$ cat src/hdl/ymr_pkg.sv
// Package for the YModem receiver: types, protocol byte codes, phase codes
// and the CRC-16/XMODEM byte step. No dependencies.
package ymr_pkg;

	localparam int SIZE_WIDTH = 24;
	localparam int ERROR_LIMIT = 5;

	localparam logic [7:0] B_SOH = 8'h01;
	localparam logic [7:0] B_STX = 8'h02;
	localparam logic [7:0] B_EOT = 8'h04;
	localparam logic [7:0] B_ACK = 8'h06;
	localparam logic [7:0] B_NAK = 8'h15;
	localparam logic [7:0] B_CA = 8'h18;
	localparam logic [7:0] B_C = 8'h43;
	localparam logic [7:0] B_UA = 8'h41;
	localparam logic [7:0] B_LA = 8'h61;

	localparam logic [2:0] PH_IDLE = 3'd0;
	localparam logic [2:0] PH_CAN = 3'd1;
	localparam logic [2:0] PH_PKT = 3'd2;
	localparam logic [2:0] PH_DRAIN = 3'd3;
	localparam logic [2:0] PH_OVER = 3'd4;

	localparam logic [1:0] HF_NAME = 2'd0;
	localparam logic [1:0] HF_SIZE = 2'd1;
	localparam logic [1:0] HF_REST = 2'd2;

	localparam logic [3:0] ST_RUN = 4'd0;
	localparam logic [3:0] ST_OK = 4'd1;
	localparam logic [3:0] ST_SENDER = 4'd2;
	localparam logic [3:0] ST_CRC = 4'd3;
	localparam logic [3:0] ST_SEQ = 4'd4;
	localparam logic [3:0] ST_ZERO = 4'd5;
	localparam logic [3:0] ST_EMPTY = 4'd6;
	localparam logic [3:0] ST_USER = 4'd7;
	localparam logic [3:0] ST_TIMEOUT = 4'd8;
	localparam logic [3:0] ST_LARGE = 4'd9;

	localparam logic [15:0] CRC_POLY = 16'h1021;

	typedef logic [SIZE_WIDTH-1:0] size_t;

	typedef struct packed {
		logic        tx_valid;
		logic [7:0]  tx_byte;
		logic        write_valid;
		size_t       write_addr;
		logic [7:0]  write_data;
		logic        commit_valid;
		size_t       received_length;
		logic        done_res;
		logic [3:0]  status;
		size_t       hdr_size;
		logic        last;
	} res_t;

	// Both result items of one event and how many of them are real
	typedef struct packed {
		logic two;
		res_t r0;
		res_t r1;
	} res_pair_t;

	function automatic logic [15:0] crc_byte(input logic [15:0] crc, input logic [7:0] b);
		logic [15:0] c;
		c = crc ^ {b, 8'h00};
		for (int i = 0; i < 8; i++) begin
			if (c[15]) c = {c[14:0], 1'b0} ^ CRC_POLY;
			else c = {c[14:0], 1'b0};
		end
		return c;
	endfunction

endpackage

$ cat src/hdl/ymr_if.sv
// Channel interfaces of the YModem receiver: input events, results and
// the configuration write channel. Depends on ymr_pkg.
interface ymr_in_if;
	logic       valid;
	logic       ready;
	logic       operation;
	logic [7:0] rx_byte;
	modport source (output valid, output operation, output rx_byte, input ready);
	modport sink (input valid, input operation, input rx_byte, output ready);
endinterface

interface ymr_out_if;
	logic          valid;
	logic          ready;
	ymr_pkg::res_t data;
	modport source (output valid, output data, input ready);
	modport sink (input valid, input data, output ready);
endinterface

interface ymr_cfg_if;
	logic                 valid;
	logic                 ready;
	ymr_pkg::size_t       data;
	modport source (output valid, output data, input ready);
	modport sink (input valid, input data, output ready);
endinterface

$ cat src/hdl/ymr_core.sv
// Protocol engine of the YModem receiver: session state and the per-event
// next-state and result logic. Depends on ymr_pkg.
module ymr_core #(
	parameter int MAX_TIMEOUTS = 5,
	parameter int SIZE_FIELD_CHARS = 16
) (
	input  logic               clk,
	input  logic               arst_n,
	input  logic               ev_accept,
	input  logic               operation,
	input  logic [7:0]         rx_byte,
	input  ymr_pkg::size_t     max_size,
	output ymr_pkg::res_pair_t res
);
	localparam int SW = ymr_pkg::SIZE_WIDTH;
	localparam logic [SW-1:0] SIZE_MASK = {SW{1'b1}};

	logic [2:0]  phase_q, n_phase;
	logic [10:0] idx_q, n_idx;
	logic        long_q, n_long;
	logic [7:0]  seq_q, n_seq, comp_q, n_comp;
	logic [15:0] crc_q, n_crc;
	logic [7:0]  pkts_q, n_pkts;
	logic        hdr_q, n_hdr;
	logic [3:0]  err_q, n_err;
	logic [1:0]  eot_q, n_eot;
	logic [SW-1:0] fsize_q, n_fsize, commit_q, n_commit, acc_q, n_acc;
	logic [1:0]  hf_q, n_hf;
	logic [4:0]  scc_q, n_scc;
	logic        nne_q, n_nne, ovf_q, n_ovf, over_q, n_over;
	logic [3:0]  stat_q, n_stat;

	logic [1:0]  ntx;
	logic [7:0]  tx0, tx1;
	logic        wr_v, cm_v;
	logic [SW-1:0] wr_a;
	logic [7:0]  wr_d;
	logic        do_err, do_to;
	logic [3:0]  err_lim, err_code;
	logic [7:0]  err_rep;
	logic [4:0]  err_inc;
	logic [10:0] psize, p;
	logic [SW+3:0] acc_x10;
	logic [SW:0] sum;

	always_comb begin
		n_phase = phase_q; n_idx = idx_q; n_long = long_q; n_seq = seq_q; n_comp = comp_q;
		n_crc = crc_q; n_pkts = pkts_q; n_hdr = hdr_q; n_err = err_q; n_eot = eot_q;
		n_fsize = fsize_q; n_commit = commit_q; n_acc = acc_q; n_hf = hf_q; n_scc = scc_q;
		n_nne = nne_q; n_ovf = ovf_q; n_over = over_q; n_stat = stat_q;
		ntx = 2'd0; tx0 = '0; tx1 = '0; wr_v = 1'b0; cm_v = 1'b0; wr_a = '0; wr_d = '0;
		do_err = 1'b0; do_to = 1'b0; err_lim = '0; err_code = '0; err_rep = '0;
		err_inc = '0;
		psize = long_q ? 11'd1024 : 11'd128;
		p = idx_q - 11'd2;
		acc_x10 = ({4'd0, acc_q} << 3) + ({4'd0, acc_q} << 1) + {{SW{1'b0}}, rx_byte[3:0]};
		sum = '0;
		unique case (phase_q)
			ymr_pkg::PH_IDLE: begin
				if (operation) do_to = 1'b1;
				else begin
					case (rx_byte)
						ymr_pkg::B_SOH, ymr_pkg::B_STX: begin
							n_phase = ymr_pkg::PH_PKT;
							n_long = (rx_byte == ymr_pkg::B_STX);
							n_idx = '0; n_crc = '0; n_hf = ymr_pkg::HF_NAME;
							n_scc = '0; n_acc = '0; n_nne = 1'b0; n_ovf = 1'b0;
						end
						ymr_pkg::B_EOT: begin
							if (eot_q < 2'd2) n_eot = eot_q + 2'd1;
							if (n_eot == 2'd1) begin
								ntx = 2'd1; tx0 = ymr_pkg::B_NAK;
							end else begin
								ntx = 2'd2; tx0 = ymr_pkg::B_ACK; tx1 = ymr_pkg::B_C;
							end
						end
						ymr_pkg::B_CA: n_phase = ymr_pkg::PH_CAN;
						ymr_pkg::B_UA, ymr_pkg::B_LA: begin
							ntx = 2'd2; tx0 = ymr_pkg::B_CA; tx1 = ymr_pkg::B_CA;
							n_over = 1'b1; n_stat = ymr_pkg::ST_USER; n_phase = ymr_pkg::PH_OVER;
						end
						default: n_phase = ymr_pkg::PH_DRAIN;
					endcase
				end
			end
			ymr_pkg::PH_CAN: begin
				if (operation) begin
					ntx = 2'd2; tx0 = ymr_pkg::B_CA; tx1 = ymr_pkg::B_CA;
					n_over = 1'b1; n_stat = ymr_pkg::ST_USER; n_phase = ymr_pkg::PH_OVER;
				end else if (rx_byte == ymr_pkg::B_CA) begin
					ntx = 2'd1; tx0 = ymr_pkg::B_ACK;
					n_over = 1'b1; n_stat = ymr_pkg::ST_SENDER; n_phase = ymr_pkg::PH_OVER;
				end else begin
					n_phase = ymr_pkg::PH_IDLE; do_to = 1'b1;
				end
			end
			ymr_pkg::PH_PKT: begin
				if (operation) begin
					n_phase = ymr_pkg::PH_IDLE; do_to = 1'b1;
				end else begin
					if (idx_q == 11'd0) n_seq = rx_byte;
					else if (idx_q == 11'd1) n_comp = rx_byte;
					else begin
						n_crc = ymr_pkg::crc_byte(crc_q, rx_byte);
						if (p < psize) begin
							// header fields: name up to NUL, then decimal size
							if (p == 11'd0) n_nne = (rx_byte != 8'd0);
							if (hf_q == ymr_pkg::HF_NAME) begin
								if (rx_byte == 8'd0) n_hf = ymr_pkg::HF_SIZE;
							end else if (hf_q == ymr_pkg::HF_SIZE) begin
								if (rx_byte >= 8'h30 && rx_byte <= 8'h39 &&
								    scc_q < 5'(SIZE_FIELD_CHARS)) begin
									if (acc_x10 > {4'd0, SIZE_MASK}) begin
										n_ovf = 1'b1; n_acc = SIZE_MASK;
									end else n_acc = acc_x10[SW-1:0];
									n_scc = scc_q + 5'd1;
								end else n_hf = ymr_pkg::HF_REST;
							end
							if (hdr_q && eot_q < 2'd2 && seq_q == pkts_q && seq_q == ~comp_q &&
							    ({1'b0, commit_q} + {{(SW-10){1'b0}}, p[9:0] | {p[10], 10'd0}})
							    < {1'b0, fsize_q}) begin
								wr_v = 1'b1;
								wr_a = commit_q + SW'(p);
								wr_d = rx_byte;
							end
						end
					end
					if (idx_q >= psize + 11'd3) begin
						n_phase = ymr_pkg::PH_IDLE;
						if (!(seq_q == ~comp_q && n_crc == 16'd0)) begin
							do_err = 1'b1; err_lim = 4'(ymr_pkg::ERROR_LIMIT);
							err_code = ymr_pkg::ST_CRC; err_rep = ymr_pkg::B_NAK;
						end else if (eot_q > 2'd1) begin
							ntx = 2'd1; tx0 = ymr_pkg::B_ACK;
						end else if (seq_q != pkts_q) begin
							do_err = 1'b1; err_lim = 4'(ymr_pkg::ERROR_LIMIT);
							err_code = ymr_pkg::ST_SEQ; err_rep = ymr_pkg::B_NAK;
						end else if (!hdr_q) begin
							n_hdr = 1'b1; n_pkts = pkts_q + 8'd1;
							if (!nne_q) begin
								do_err = 1'b1; err_lim = 4'(ymr_pkg::ERROR_LIMIT);
								err_code = ymr_pkg::ST_EMPTY; err_rep = ymr_pkg::B_NAK;
							end else begin
								n_err = '0; n_fsize = acc_q;
								if (ovf_q || acc_q > max_size || acc_q == '0) begin
									n_hdr = hdr_q; n_pkts = pkts_q;
									ntx = 2'd2; tx0 = ymr_pkg::B_CA; tx1 = ymr_pkg::B_CA;
									n_over = 1'b1; n_phase = ymr_pkg::PH_OVER;
									n_stat = (acc_q == '0 && !ovf_q) ? ymr_pkg::ST_ZERO
									                                 : ymr_pkg::ST_LARGE;
								end else begin
									n_commit = '0;
									ntx = 2'd2; tx0 = ymr_pkg::B_ACK; tx1 = ymr_pkg::B_C;
								end
							end
						end else begin
							sum = {1'b0, commit_q} + (SW+1)'(psize);
							n_commit = (sum >= {1'b0, fsize_q}) ? fsize_q : sum[SW-1:0];
							n_err = '0; cm_v = 1'b1;
							ntx = 2'd1; tx0 = ymr_pkg::B_ACK;
							n_pkts = pkts_q + 8'd1;
						end
					end else n_idx = idx_q + 11'd1;
				end
			end
			ymr_pkg::PH_DRAIN: begin
				if (operation) begin
					n_phase = ymr_pkg::PH_IDLE; do_to = 1'b1;
				end
			end
			default: ;
		endcase
		// timeout: ends after two EOTs, else counts toward the timeout limit
		if (do_to) begin
			if (eot_q > 2'd1) begin
				n_over = 1'b1; n_stat = ymr_pkg::ST_OK; n_phase = ymr_pkg::PH_OVER;
			end else begin
				do_err = 1'b1; err_lim = 4'(MAX_TIMEOUTS);
				err_code = ymr_pkg::ST_TIMEOUT; err_rep = ymr_pkg::B_C;
			end
		end
		if (do_err) begin
			err_inc = {1'b0, err_q} + 5'd1;
			if (err_inc > {1'b0, err_lim}) begin
				ntx = 2'd2; tx0 = ymr_pkg::B_CA; tx1 = ymr_pkg::B_CA;
				n_over = 1'b1; n_stat = err_code; n_phase = ymr_pkg::PH_OVER;
			end else begin
				n_err = err_inc[4] ? 4'd15 : err_inc[3:0];
				ntx = 2'd1; tx0 = err_rep;
			end
		end
	end

	always_comb begin
		res.two = (ntx == 2'd2);
		res.r0.tx_valid = (ntx != 2'd0);
		res.r0.tx_byte = tx0;
		res.r0.write_valid = wr_v;
		res.r0.write_addr = wr_a;
		res.r0.write_data = wr_d;
		res.r0.commit_valid = cm_v;
		res.r0.received_length = n_commit;
		res.r0.done_res = n_over;
		res.r0.status = n_stat;
		res.r0.hdr_size = n_fsize;
		res.r0.last = (ntx != 2'd2);
		res.r1 = res.r0;
		res.r1.tx_valid = 1'b1;
		res.r1.tx_byte = tx1;
		res.r1.write_valid = 1'b0;
		res.r1.write_addr = '0;
		res.r1.write_data = '0;
		res.r1.commit_valid = 1'b0;
		res.r1.last = 1'b1;
	end

	always_ff @(posedge clk or negedge arst_n) begin
		if (!arst_n) begin
			phase_q <= ymr_pkg::PH_IDLE; idx_q <= '0; long_q <= 1'b0; seq_q <= '0;
			comp_q <= '0; crc_q <= '0; pkts_q <= '0; hdr_q <= 1'b0; err_q <= '0;
			eot_q <= '0; fsize_q <= '0; commit_q <= '0; acc_q <= '0;
			hf_q <= ymr_pkg::HF_NAME; scc_q <= '0; nne_q <= 1'b0; ovf_q <= 1'b0;
			over_q <= 1'b0; stat_q <= ymr_pkg::ST_RUN;
		end else if (ev_accept) begin
			phase_q <= n_phase; idx_q <= n_idx; long_q <= n_long; seq_q <= n_seq;
			comp_q <= n_comp; crc_q <= n_crc; pkts_q <= n_pkts; hdr_q <= n_hdr;
			err_q <= n_err; eot_q <= n_eot; fsize_q <= n_fsize; commit_q <= n_commit;
			acc_q <= n_acc; hf_q <= n_hf; scc_q <= n_scc; nne_q <= n_nne;
			ovf_q <= n_ovf; over_q <= n_over; stat_q <= n_stat;
		end
	end
endmodule

$ cat src/hdl/ymr_outq.sv
// Result queue of the YModem receiver: four entries, takes one or two
// result items per event, hands out one per transaction. Depends on ymr_pkg.
module ymr_outq (
	input  logic               clk,
	input  logic               arst_n,
	input  logic               push,
	input  ymr_pkg::res_pair_t pair,
	output logic               room,
	output logic               out_valid,
	input  logic               out_ready,
	output ymr_pkg::res_t      out_data
);
	ymr_pkg::res_t mem_q [4];
	logic [1:0] wp_q, rp_q;
	logic [2:0] cnt_q;
	logic pop;

	assign pop = out_valid && out_ready;
	assign out_valid = (cnt_q != 3'd0);
	assign out_data = mem_q[rp_q];
	// leave room for a two-item event
	assign room = (cnt_q <= 3'd2);

	always_ff @(posedge clk) begin
		if (push) begin
			mem_q[wp_q] <= pair.r0;
			if (pair.two) mem_q[wp_q + 2'd1] <= pair.r1;
		end
	end

	always_ff @(posedge clk or negedge arst_n) begin
		if (!arst_n) begin
			wp_q <= '0; rp_q <= '0; cnt_q <= '0;
		end else begin
			if (push) wp_q <= wp_q + (pair.two ? 2'd2 : 2'd1);
			if (pop) rp_q <= rp_q + 2'd1;
			cnt_q <= cnt_q + (push ? (pair.two ? 3'd2 : 3'd1) : 3'd0) - (pop ? 3'd1 : 3'd0);
		end
	end
endmodule

$ cat src/hdl/ymodem_receiver.sv
// YModem-CRC receiver top level: configuration register, protocol engine
// and result queue. Depends on ymr_pkg, ymr_if, ymr_core and ymr_outq.
//
// Takes one event (received byte or timeout) per in_ch transaction and
// can accept a new event every cycle while the queue has room: the protocol
// engine updates all session state and pushes one or two result items into
// a four-entry queue. Each result item leaves as one out_ch transaction, so
// an event with a two-byte reply (ACK+C, CA+CA) takes two out_ch
// transactions; the queue depth decides when in_ch ready drops, which is
// whenever fewer than two slots are free. Results are registered in the
// queue before they reach out_ch. max_file_size is written through cfg_ch,
// always ready; write it only while no event is outstanding.
module ymodem_receiver #(
	parameter int MAX_TIMEOUTS = 5,
	parameter int SIZE_FIELD_CHARS = 16
) (
	input logic      clk,
	input logic      arst_n,
	ymr_in_if.sink   in_ch,
	ymr_out_if.source out_ch,
	ymr_cfg_if.sink  cfg_ch
);
	ymr_pkg::size_t     max_size_q;
	ymr_pkg::res_pair_t pair;
	logic               room, ev_accept;

	// configuration: single register, always takes a write
	assign cfg_ch.ready = 1'b1;
	always_ff @(posedge clk or negedge arst_n) begin
		if (!arst_n) max_size_q <= ymr_pkg::SIZE_WIDTH'(3072);
		else if (cfg_ch.valid) max_size_q <= cfg_ch.data;
	end

	// hold events back only when the queue could overflow
	assign in_ch.ready = room;
	assign ev_accept = in_ch.valid && room;

	ymr_core #(
		.MAX_TIMEOUTS(MAX_TIMEOUTS),
		.SIZE_FIELD_CHARS(SIZE_FIELD_CHARS)
	) u_core (
		.clk(clk), .arst_n(arst_n), .ev_accept(ev_accept),
		.operation(in_ch.operation), .rx_byte(in_ch.rx_byte),
		.max_size(max_size_q), .res(pair)
	);

	ymr_outq u_outq (
		.clk(clk), .arst_n(arst_n), .push(ev_accept), .pair(pair), .room(room),
		.out_valid(out_ch.valid), .out_ready(out_ch.ready), .out_data(out_ch.data)
	);
endmodule

$ cat src/flat_wrapper.sv
// flat-port wrapper written by rule: the top's interface ports become plain ports
module ymodem_receiver_flat 
#(
	parameter int MAX_TIMEOUTS = 5,
	parameter int SIZE_FIELD_CHARS = 16
)
  (clk, arst_n, in_ch_valid, in_ch_operation, in_ch_rx_byte, in_ch_ready, out_ch_valid, out_ch_data, out_ch_ready, cfg_ch_valid, cfg_ch_data, cfg_ch_ready);
  ymr_in_if in_ch_i ();
  ymr_out_if out_ch_i ();
  ymr_cfg_if cfg_ch_i ();
  input logic clk;
  input logic arst_n;
  input wire logic [$bits(in_ch_i.valid)-1:0] in_ch_valid;
  input wire logic [$bits(in_ch_i.operation)-1:0] in_ch_operation;
  input wire logic [$bits(in_ch_i.rx_byte)-1:0] in_ch_rx_byte;
  output wire logic [$bits(in_ch_i.ready)-1:0] in_ch_ready;
  output wire logic [$bits(out_ch_i.valid)-1:0] out_ch_valid;
  output wire logic [$bits(out_ch_i.data)-1:0] out_ch_data;
  input wire logic [$bits(out_ch_i.ready)-1:0] out_ch_ready;
  input wire logic [$bits(cfg_ch_i.valid)-1:0] cfg_ch_valid;
  input wire logic [$bits(cfg_ch_i.data)-1:0] cfg_ch_data;
  output wire logic [$bits(cfg_ch_i.ready)-1:0] cfg_ch_ready;
  assign in_ch_i.valid = in_ch_valid;
  assign in_ch_i.operation = in_ch_operation;
  assign in_ch_i.rx_byte = in_ch_rx_byte;
  assign in_ch_ready = in_ch_i.ready;
  assign out_ch_valid = out_ch_i.valid;
  assign out_ch_data = out_ch_i.data;
  assign out_ch_i.ready = out_ch_ready;
  assign cfg_ch_i.valid = cfg_ch_valid;
  assign cfg_ch_i.data = cfg_ch_data;
  assign cfg_ch_ready = cfg_ch_i.ready;
  ymodem_receiver #(.MAX_TIMEOUTS(MAX_TIMEOUTS), .SIZE_FIELD_CHARS(SIZE_FIELD_CHARS)) u_core (.clk(clk), .arst_n(arst_n), .in_ch(in_ch_i), .out_ch(out_ch_i), .cfg_ch(cfg_ch_i));
endmodule
$ cat config.mk
export PLATFORM = sky130hd
export DESIGN_NAME = ymodem_receiver_flat
export DESIGN_NICKNAME = d
export VERILOG_FILES = /design/src/hdl/ymr_pkg.sv /design/src/hdl/ymr_if.sv /design/src/hdl/ymr_core.sv /design/src/hdl/ymr_outq.sv /design/src/hdl/ymodem_receiver.sv /design/src/flat_wrapper.sv
export SDC_FILE = /design/constraint.sdc
export NUM_CORES = 1
export LEC_CHECK = 0
export ABC_AREA = 1
export CORE_AREA = 5 5 244 246
export CTS_CLUSTER_DIAMETER = 200
export DETAILED_ROUTE_END_ITERATION = 12
export DIE_AREA = 0 0 249 251
export DONT_BUFFER_PORTS = 1
export PLACE_DENSITY = 0.72
export SYNTH_ARGS = -nofsm -noshare
export SYNTH_HDL_FRONTEND = slang
export SYNTH_SLANG_ARGS = --single-unit
$ cat constraint.sdc
create_clock -name clk -period 9.15 [get_ports clk]
set_input_delay 0.915 -clock clk [delete_from_list [all_inputs] [get_ports clk]]
set_output_delay 0.915 -clock clk [all_outputs]
set_load 0.01 [all_outputs]
Yosys cells after proc, flatten, opt, wreduce, memory -nomap -nowiden
Memories as Yosys holds them, arrays and structs flattened.
Cells that the tools add are included.
- bits in registers: 179
- memory bits (writable): 388
- bits of input ports: 38
- output and inout port bits: 100
- word-level logic and storage cells: 456
- memories kept: 1
- memory list (memory ; words ; bits a word ; rd ports ; clocked after Yosys merged registers in ; wr ports ; line ; RTL):
    u_core.u_outq.mem_q ; 4 ; 97 ; 1 ; 0 ; 2 ; ymr_outq.sv:13 ; ymr_pkg::res_t mem_q [4];
- $add $sub $neg: 17
- $lt $le $gt $ge: 13
- equality and inequality tests: 33
- muxes and demuxes: 315
- bitwise logic cells: 15
- reductions and logical operators: 39
- operator list (cell ; number):
    24-bit two-way mux ; 34
    16-bit two-way mux ; 35
    8-bit two-way mux ; 21
    4-bit two-way mux ; 32
    5-bit two-way mux ; 23
    13-bit two-way mux ; 8
    3-bit two-way mux ; 33
    7-bit two-way mux ; 10
    1-bit two-way mux ; 67
    2-bit two-way mux ; 29
    11-bit two-way mux ; 5
    24-bit by 11-bit adder with 25-bit output ; 2
    24-bit one-hot mux with 2 select lines ; 1
    16-bit one-hot mux with 2 select lines ; 1
    27-bit by 25-bit adder with 28-bit output ; 1
    28-bit by 4-bit adder with 28-bit output ; 1
    28-bit by 24-bit greater-than comparator with 1-bit output (second input constant) ; 1
    25-bit by 24-bit >= comparator with 1-bit output ; 1
    25-bit by 24-bit < comparator with 1-bit output ; 1
    24-bit by 11-bit adder with 24-bit output ; 1
    24-bit greater-than comparator ; 1
    24-bit zero test ; 1
    2-bit inequality test (second input constant) ; 12
    3-bit NOT ; 8
    other kinds (69) ; 103

Depth between registers and ports, before layout
Gate-level depths: netlist of the first run.
- depth after elaboration: 65
- depth in mapped cells: 30

Modules after synthesis
From an unflattened synthesis of the first run, not the netlist that was laid out.
- cells, all modules: 4790
- area, all modules: 36326.1 um^2
- by module, submodules not included (module ; instances ; cells an instance ; area each (um^2)):
    ymr_outq ; 1 ; 2575 ; 20789.9
    ymr_core ; 1 ; 2109 ; 14540.2
    ymodem_receiver ; 1 ; 106 ; 996.0

Worst setup path after synthesis of the first run
No wires, ideal clock.
- path type: input port to flip-flop
- start: input in_ch_rx_byte[4]
- end: memory u_core.u_outq.mem_q[1][10] (netlist name) (enable)
- setup time: 672 ps
- arrival time: 4332 ps
- data required time: 8478 ps
- slack: 4146 ps
- stages on the path: 22
- cells stage by stage: inv_1 nand2_1 nand2_1 nand2_1 nand2_1 nand3_1 nand2_1 nand2_1 nor2_1 nand2_1 nor2_2 nand3_1 nand2_1 nand2_4 ha_1 o21ai_0 a221oi_1 inv_1 nand2_4 nand2_8 nand2_4 nand2_1
- RTL lines (element ; line ; RTL):
    start: declaration ; flat_wrapper.sv:15 ; input wire logic [$bits(in_ch_i.rx_byte)-1:0] in_ch_rx_byte;
    end: declaration ; ymr_outq.sv:13 ;

==> summary.md, run 1 <==
| Metric | Value |
|---|---|
| Initial DRT Pass Iterations | `7` |
| Effective utilization at floorplan | `54.4%` |
| Setup Skew | `0.0156 ns` |
| Count of pins on the block boundary | `138` |
| Remaining max-slew budget at the tightest pin | `22.9%` |
| Worst R2R Path Depth | `25` |
| Setup TNS | `0 ns` |
| Maximum achievable frequency | `162 MHz` |
| DRC violations left | `0` |
| Simple logic cell fraction of the synthesized area | `22.7%` |
| Hold/Removal Path Class | `input pin to async pin` |
| Die height | `251 um` |
| Sinks on Clock Net | `559` |
| Die X | `249 um` |
| Skew-Pair Late Insertion Delay | `0.62 ns` |
| Number of buffers created by CTS | `57` |
| Number of warnings reported in the yosys synthesis log | `0` |
| Antenna diode count | `0` |
| Async S/R FF share, synth | `32.0%` |
| Amount of wire on met3 after detailed routing | `7780 um` |
| Initial antenna violation count | `0` |
| Worst Path Class, Setup | `flop to flop` |
| Cell taking the most area after synthesis | `edfxtp_1` |
| Xor/xnor cell area share of the yosys netlist | `2.59%` |
| Area growth syn-to-layout | `7.23%` |
| Overall track demand over capacity in global routing | `27.4%` |
| Post-route fraction of the period consumed by the critical path | `67.3%` |
| First-pass GRT wire length | `139000 um` |
| Post-Syn Area | `31100 um^2` |
| Synthesized instance count | `3937` |
| Number of storage elements in the synthesis netlist | `559` |
| Cells resized by post-CTS repair | `0` |
| Drt via density | `5.72` |
| Kind of launch point of the worst setup path | `flop` |
| Flop-to-flop setup slack | `2.99 ns` |
| Most frequent cells in the layout | `841 x nor2_1, 690 x nand2_1, 498 x o21ai_0, 351 x inv_1, 232 x edfxtp_1` |
| Largest buffer count on any clock path | `3` |
| Number of global-route vias before repair | `24543` |
| Leading cell type in the layout, fill and taps excluded | `nor2_1` |
| Gpl congestion | `0.977` |
| Average wire per cell in the routed design | `19.1 um` |
| Final count of pins violating max slew | `0` |
| Minimum clock period | `6.16 ns` |
| Number of distinct library cell variants in the gate-level netlist after synthesis | `58` |
| Share of layout cells above drive strength 1 | `4.72%` |
| Setup crit start | `u_core.u_core.idx_q[1]` |
| Reg-to-reg critical path startpoint | `u_core.u_core.idx_q[1]` |
| Outcome | `finished, final reports clean` |
| Area of the die | `62500 um^2` |
| Port Buf Inserts | `0` |
| Largest cells by area after synthesis | `edfxtp_1 22%, dfrtp_1 14%, nor2_1 10%` |
| Transition time of the tightest slew-check pin | `1.16 ns` |
| Max capacitance violation total | `0` |
| Compound-gate portion of the synthesized area | `14.4%` |
| Detailed-route wire length | `89200 um` |
| Unrepaired setup endpoints after global routing | `false` |
| Fin. Hold Viols | `0` |
| Number of endpoints failing setup at the final stage | `0` |
| Fraction of synthesized cell area taken by the top area cell type | `22.4%` |
| Core area | `57100 um^2` |
| Amount of wire on met2 after detailed routing | `40300 um` |
| Level count of the clock H-tree | `2` |
| Required time of the critical path | `9.52 ns` |
| Leakage | `0.0144 uW` |
| R2R Path End | `u_core.u_outq.mem_q[1][28]` |
| Total cell area at the placement stage | `31400 um^2` |
| Proportion of synthesized chip area in sequential cells | `46.4%` |
| Primary flip-flop cell chosen by synthesis mapping | `edfxtp_1` |
| Count of antenna-violating nets left after detailed routing | `0` |
| Root cell of the clock tree | `clkbuf_16` |
| GRT Residual Overflow | `0` |
| Share of synthesized area spent on multiplexers | `0.105%` |
| CTS tree | `done` |
| Non-Filler Cell Area, Final | `33300 um^2` |
| Overall via count from detail_route | `26655` |
| Total half-perimeter wirelength after legalization and detailed placement | `59000 um` |
| Kind of end point of the critical path | `flop` |
| Adder and majority cell fraction of the synthesized area | `6.46%` |
| Mean area per synthesized cell | `7.89 um^2` |
| EDFF count, synth | `232` |
| Clock-pin slew of the registers on the worst-case setup and hold paths | `0.06 ns` |
| Number of placement rows | `88` |
| IR Drop Worst-Case VDD | `0.236 mV` |
| Highest signal layer in the routed design | `met4` |
| Violation count after the first detailed-routing iteration | `2677` |
| Count of nets after finishing | `4043` |
| Maximum number of pins on one net before global-route repair | `105` |
| Dominant combinational cell family by area after synthesis | `simple AND/OR/NAND/NOR gates` |
| Critical path fanouts, max | `37` |
| Data arrival time of the worst path | `6.53 ns` |
| Met1 wire length | `38100 um` |
| Cell Pwr Density | `338 nW/um^2` |
-- power breakdown --
group          switching (uW)  total, uW  internal (uW)
clock                    1010       2360           1360
sequential                422       3750           3330
combinational            3600       5150           1550
total                    5030      11300           6240
-- worst max-delay path, cell delays in order (launching register included) --
cell and delay (ns):
dfrtp_1 0.51, inv_1 0.19, ha_1 0.22, nand3_1 0.09, nor2_1 0.07, nor2_1 0.66, nand3_1 0.14, nand2_1 0.18
nand2_1 0.06, inv_1 0.05, nand2_1 0.05, nor2_1 0.13, nand3_1 0.18, nand2_1 0.20, nand2_4 0.09, ha_1 0.30
o21ai_0 0.09, a221oi_1 0.38, inv_1 0.20, nand2_4 0.17, nand2_8 0.13, nand2_4 0.38, nand2_2 0.67, buf_4 0.53
nand2_1 0.12, inv_1 0.05
-- layout make-up --
class	instances	area (um^2)
Fill cell	5227	23800
Inverter	366	1380
Clock buffer	79	1660
Timing Repair Buffer	27	243
Sequential cell	559	14400
Tap cell	765	957
Multi-Input combinational cell	2836	14400
Clock inverter	28	239
-- flip-flops by register name (all words and copies together) (netlist names), 2 cells and up --
register,flops
u_core.u_outq.mem_q,380
u_core.max_size_q,24
u_core.u_core.acc_q,24
u_core.u_core.commit_q,24
u_core.u_core.fsize_q,24
u_core.u_core.crc_q,16
u_core.u_core.idx_q,11
u_core.u_core.comp_q,8
u_core.u_core.pkts_q,8
u_core.u_core.seq_q,8
u_core.u_core.scc_q,5
u_core.u_core.err_q,4
u_core.u_core.stat_q,4
u_core.u_core.phase_q,3
u_core.u_outq.cnt_q,3
u_core.u_core.eot_q,2
u_core.u_core.hf_q,2
u_core.u_outq.rp_q,2
u_core.u_outq.wp_q,2
-- metrics by stage --
step	hold slack [ns]	util (%)	power (uW)	worst slack (ns)	cells
floorplan	0.421	-	7470	4.15	3938
global placement	0.435	54.9	8770	3.13	4551
detailed placement	0.441	54.9	8850	3.07	4551
CTS	0.116	58.3	11200	3.04	4660
global route	0.114	58.3	12100	2.43	4660
finish	0.147	58.3	11300	2.99	4660
-- Yosys cell counts (30+ instances only) --
cell type,instances
nor2_1,845
nand2_1,692
o21ai_0,498
inv_1,353
edfxtp_1,232
dfrtp_1,177
ha_1,154
dfxtp_1,148
clkbuf_1,119
o22ai_1,110
nand3_1,107
a21oi_1,101
xor2_1,68
o21ai_1,45
nor3_1,41
nand4_1,30
-- kinds of logic after synthesis --
group | count (synthesis)
and+or+nand+nor | 1759
AOI/OAI and AO/OA | 821
DFF | 559
buffers and inverters | 543
adders and majority gates | 158
xor gates and xnor gates | 92
muxes | 3
other | 2
-- routing by layer --
layer	track usage, %	up-vias
met5	0	-
met4	8.77	0
met3	4.99	157
met2	43.6	1155
met1	38.4	12508
li1	-	12835
-- worst max path at each step --
stage / endpoint / slack (ns)
floorplan: u_core.u_outq.mem_q[1][10] / 4.15
global placement: u_core.u_outq.mem_q[1][29] / 3.13
detailed placement: u_core.u_outq.mem_q[1][28] / 3.07
CTS: u_core.u_outq.mem_q[1][28] / 3.04
global route: u_core.u_outq.mem_q[1][29] / 2.43
finish: u_core.u_outq.mem_q[1][28] / 2.99
-- what timing repair did --
item,4_1_cts,5_1_grt
hold endpoints to repair,104,0
hold buffers,2,0
buffers inserted,0,0
Power figures use the tool's default switching activity.
==> run 2: changes to the inputs <==
ABC_AREA = 0   (was 1)
CORE_AREA = 5 5 236 238   (was 5 5 244 246)
DIE_AREA = 0 0 241 243   (was 0 0 249 251)
clock period = 5.7 ns   (was 9.15 ns; I/O delays follow)
==> run 2 against run 1 <==
Net effect:
- sequential share of layout area grew 1.8 points
- flip-flop and latch count is the same
- hold slack lost 0.14 ns
- clock-buffer cell count grew 6
- synthesized cell count shrank 32%
- wire length shrank 11%
- utilization grew 1.6 points
- critical endpoint is now u_core.u_outq.mem_q[1][55]
- cell area shrank 4.0%
- highest routed layer unchanged
- via count shrank 20%
- area after synthesis shrank 6.7%
- largest power group is now sequential cells
- largest cell class is now sequential cells
- maximum frequency grew 14%
- global-route usage shrank 0.65 points
==> summary.md, run 2 <==
| Metric | Value |
|---|---|
| Overall via count from detail_route | `21442` |
| Total half-perimeter wirelength after legalization and detailed placement | `54600 um` |
| Unrepaired setup endpoints after global routing | `false` |
| Minimum clock period | `5.40 ns` |
| Drt via density | `6.34` |
| Primary flip-flop cell chosen by synthesis mapping | `edfxtp_1` |
| Worst Path Class, Setup | `flop to flop` |
| Average wire per cell in the routed design | `23.6 um` |
| Critical path fanouts, max | `24` |
| Data arrival time of the worst path | `5.92 ns` |
| Number of warnings reported in the yosys synthesis log | `0` |
| Leakage | `0.0132 uW` |
| Number of storage elements in the synthesis netlist | `559` |
| Simple logic cell fraction of the synthesized area | `12.3%` |
| Initial DRT Pass Iterations | `6` |
| Area growth syn-to-layout | `10.3%` |
| Most flops, register | `u_core.u_outq.mem_q` |
| Detailed-route wire length | `79800 um` |
| CTS tree | `done` |
| Level count of the clock H-tree | `2` |
| Fin. Hold Viols | `0` |
| Number of distinct library cell variants in the gate-level netlist after synthesis | `95` |
| Outcome | `finished, final reports clean` |
| Cell taking the most area after synthesis | `edfxtp_1` |
| Maximum number of pins on one net before global-route repair | `180` |
| Mean area per synthesized cell | `10.9 um^2` |
| Post-Syn Area | `29000 um^2` |
| GRT Residual Overflow | `0` |
| Count of antenna-violating nets left after detailed routing | `0` |
| Async S/R FF share, synth | `32.0%` |
| Number of endpoints failing setup at the final stage | `0` |
| DRC violations left | `0` |
| Hold Slack | `0.00219 ns` |
| Die height | `243 um` |
| Maximum achievable frequency | `185 MHz` |
| Sinks on Clock Net | `559` |
| Antenna diode count | `0` |
| Transition time of the tightest slew-check pin | `1.20 ns` |
| Worst R2R Path Depth | `21` |
| Number of flip-flops under the largest register name | `380` |
| Xor/xnor cell area share of the yosys netlist | `4.16%` |
| Clock-pin slew of the registers on the worst-case setup and hold paths | `0.06 ns` |
| Proportion of synthesized chip area in sequential cells | `49.7%` |
| Share of layout cells above drive strength 1 | `12.4%` |
| First-pass GRT wire length | `124000 um` |
| Effective utilization at floorplan | `54.3%` |
| Most frequent cell after synthesis | `nor2_1` |
| Initial antenna violation count | `0` |
| Kind of launch point of the worst setup path | `flop` |
| Remaining max-slew budget at the tightest pin | `18.2%` |
| Adder and majority cell fraction of the synthesized area | `6.93%` |
| Kind of end point of the critical path | `flop` |
| Hold/Removal Path Class | `input pin to async pin` |
| Gpl congestion | `0.966` |
| Setup crit start | `u_core.u_core.idx_q[2]` |
| Port Buf Inserts | `0` |
| Most frequent cells in the layout | `314 x nor2_1, 232 x edfxtp_1, 198 x nand2_1, 198 x o21ai_0, 175 x dfrtp_1` |
| Area of the die | `58600 um^2` |
| Setup TNS | `0 ns` |
| Cell Pwr Density | `420 nW/um^2` |
| Overall track demand over capacity in global routing | `26.7%` |
| Skew-Pair Late Insertion Delay | `0.61 ns` |
| Count of pins on the block boundary | `138` |
| Max capacitance violation total | `0` |
| Dominant combinational cell family by area after synthesis | `compound AO/OA/AOI/OAI gates` |
| Reg-to-reg critical path startpoint | `u_core.u_core.idx_q[2]` |
| Leading cell type in the layout, fill and taps excluded | `nor2_1` |
| Largest cells by area after synthesis | `edfxtp_1 24%, dfrtp_1 15%, dfxtp_1 10%` |
| Core area | `53400 um^2` |
| Compound-gate portion of the synthesized area | `14.6%` |
| Core utilization of the finished layout | `59.9%` |
| Total cell area at the placement stage | `29900 um^2` |
| Commonest cells post-synth | `316 x nor2_1, 232 x edfxtp_1, 198 x nand2_1, 198 x o21ai_0, 177 x dfrtp_1` |
| Die X | `241 um` |
| Final count of pins violating max slew | `0` |
| Post-route fraction of the period consumed by the critical path | `94.7%` |
| Number of placement rows | `85` |
| Required time of the critical path | `6.22 ns` |
| IR Drop Worst-Case VDD | `0.228 mV` |
| Number of buffers created by CTS | `57` |
| EDFF count, synth | `232` |
| Synthesized instance count | `2660` |
| Root cell of the clock tree | `clkbuf_16` |
| Number of global-route vias before repair | `21354` |
| Violation count after the first detailed-routing iteration | `2277` |
| Non-Filler Cell Area, Final | `32000 um^2` |
| Largest buffer count on any clock path | `3` |
| Setup Skew | `0.0276 ns` |
| Share of synthesized area spent on multiplexers | `8.37%` |
| Count of nets after finishing | `2833` |
| Fraction of synthesized cell area taken by the top area cell type | `24.0%` |
[run 2: changes by cell type in the layout (fill, tap and decap cells not counted), moves of 51 or more]
cell	change
a22o_1	+69
inv_1	-236
mux4_2	+95
nand2_1	-492
nand3_1	-56
nor2_1	-527
o21ai_0	-300
o22ai_1	-94
xnor2_1	+51
[run 2: area by class of cell]
cell class                 count  area [um^2]
clock buffer                  85         1730
clock inverter                22          245
fill                        4245        21400
inverter                     118          450
multi-input combinational   1823        13500
sequential                   559        14400
tap                          696          871
timing repair buffer          78          743
[run 2: kinds of logic (layout without fill, tap and decap cells)]
logic type | Yosys count | after routing
adders and majority gates | 158 | 158
other | 2 | 3
DFF | 559 | 559
buffers and inverters | 279 | 303
muxes | 120 | 120
and+or+nand+nor | 779 | 779
AOI/OAI and AO/OA | 636 | 636
xor gates and xnor gates | 127 | 127
[run 2: worst paths after layout]
| kind | to | slack [ns] |
|---|---|---|
| max | u_core.u_outq.mem_q[1][55] | 0.30 |
| min | u_core.max_size_q[22] | 0.002 |
| max reg2reg | u_core.u_outq.mem_q[1][55] | 0.30 |
| min reg2reg | u_core.u_outq.mem_q[2][87] | 0.46 |
| max in group asynchronous | u_core.u_outq.rp_q[0] | 4.89 |
| min in group clk | u_core.max_size_q[11] | 0.04 |
[run 2: where the power goes]
group / switching (uW) / internal (uW) / total (uW) / leakage [uW]
combinational: 2420 / 1700 / 4110 / 0.00663
clock: 1590 / 2280 / 3880 / 0.000972
sequential: 713 / 4710 / 5420 / 0.00563
total: 4720 / 8690 / 13400 / 0.0132
[run 2: worst max-delay path: stages (launching register included)]
cell,delay (ns)
dfrtp_1,0.43
inv_1,0.13
ha_1,0.18
or3b_1,0.44
or3_1,0.35
nor2_1,0.12
xnor2_1,0.23
ha_1,0.30
nor3_1,0.09
a211o_2,0.42
nor3_1,0.33
xnor2_2,0.21
inv_1,0.08
ha_1,0.20
a21o_1,0.17
a21o_1,0.17
a21oi_1,0.16
o2111ai_1,0.14
a311o_1,0.41
or3_1,0.37
buf_12,0.19
o21ai_0,0.19
[run 2: per-stage QoR]
step | worst slack [ns] | std cells | total power (uW)
after global placement | 0.365 | 3272 | 9460
after detailed placement | 0.232 | 3272 | 9580
final | 0.304 | 3381 | 13400
after CTS | 0.192 | 3380 | 13500
after floorplan | 0.241 | 2661 | 8270
after global routing | 0.00314 | 3381 | 14100
[run 2: metal layers]
metal	part of all wire [%]	global-route usage, %	routed length (um)
met5	0	0	0
met4	3.5	9.43	2790
met3	7.1	4.09	5670
met2	49	44.1	39200
met1	40	36.2	32100
[run 2: timing repair]
| action | 4_1_cts | 5_1_grt |
|---|---|---|
| resized for setup | 0 | 5 |
| endpoints found under the hold margin | 179 | 0 |
| setup buffers | 0 | 1 |
| setup endpoints to repair | 0 | 119 |
| hold buffers | 1 | 0 |
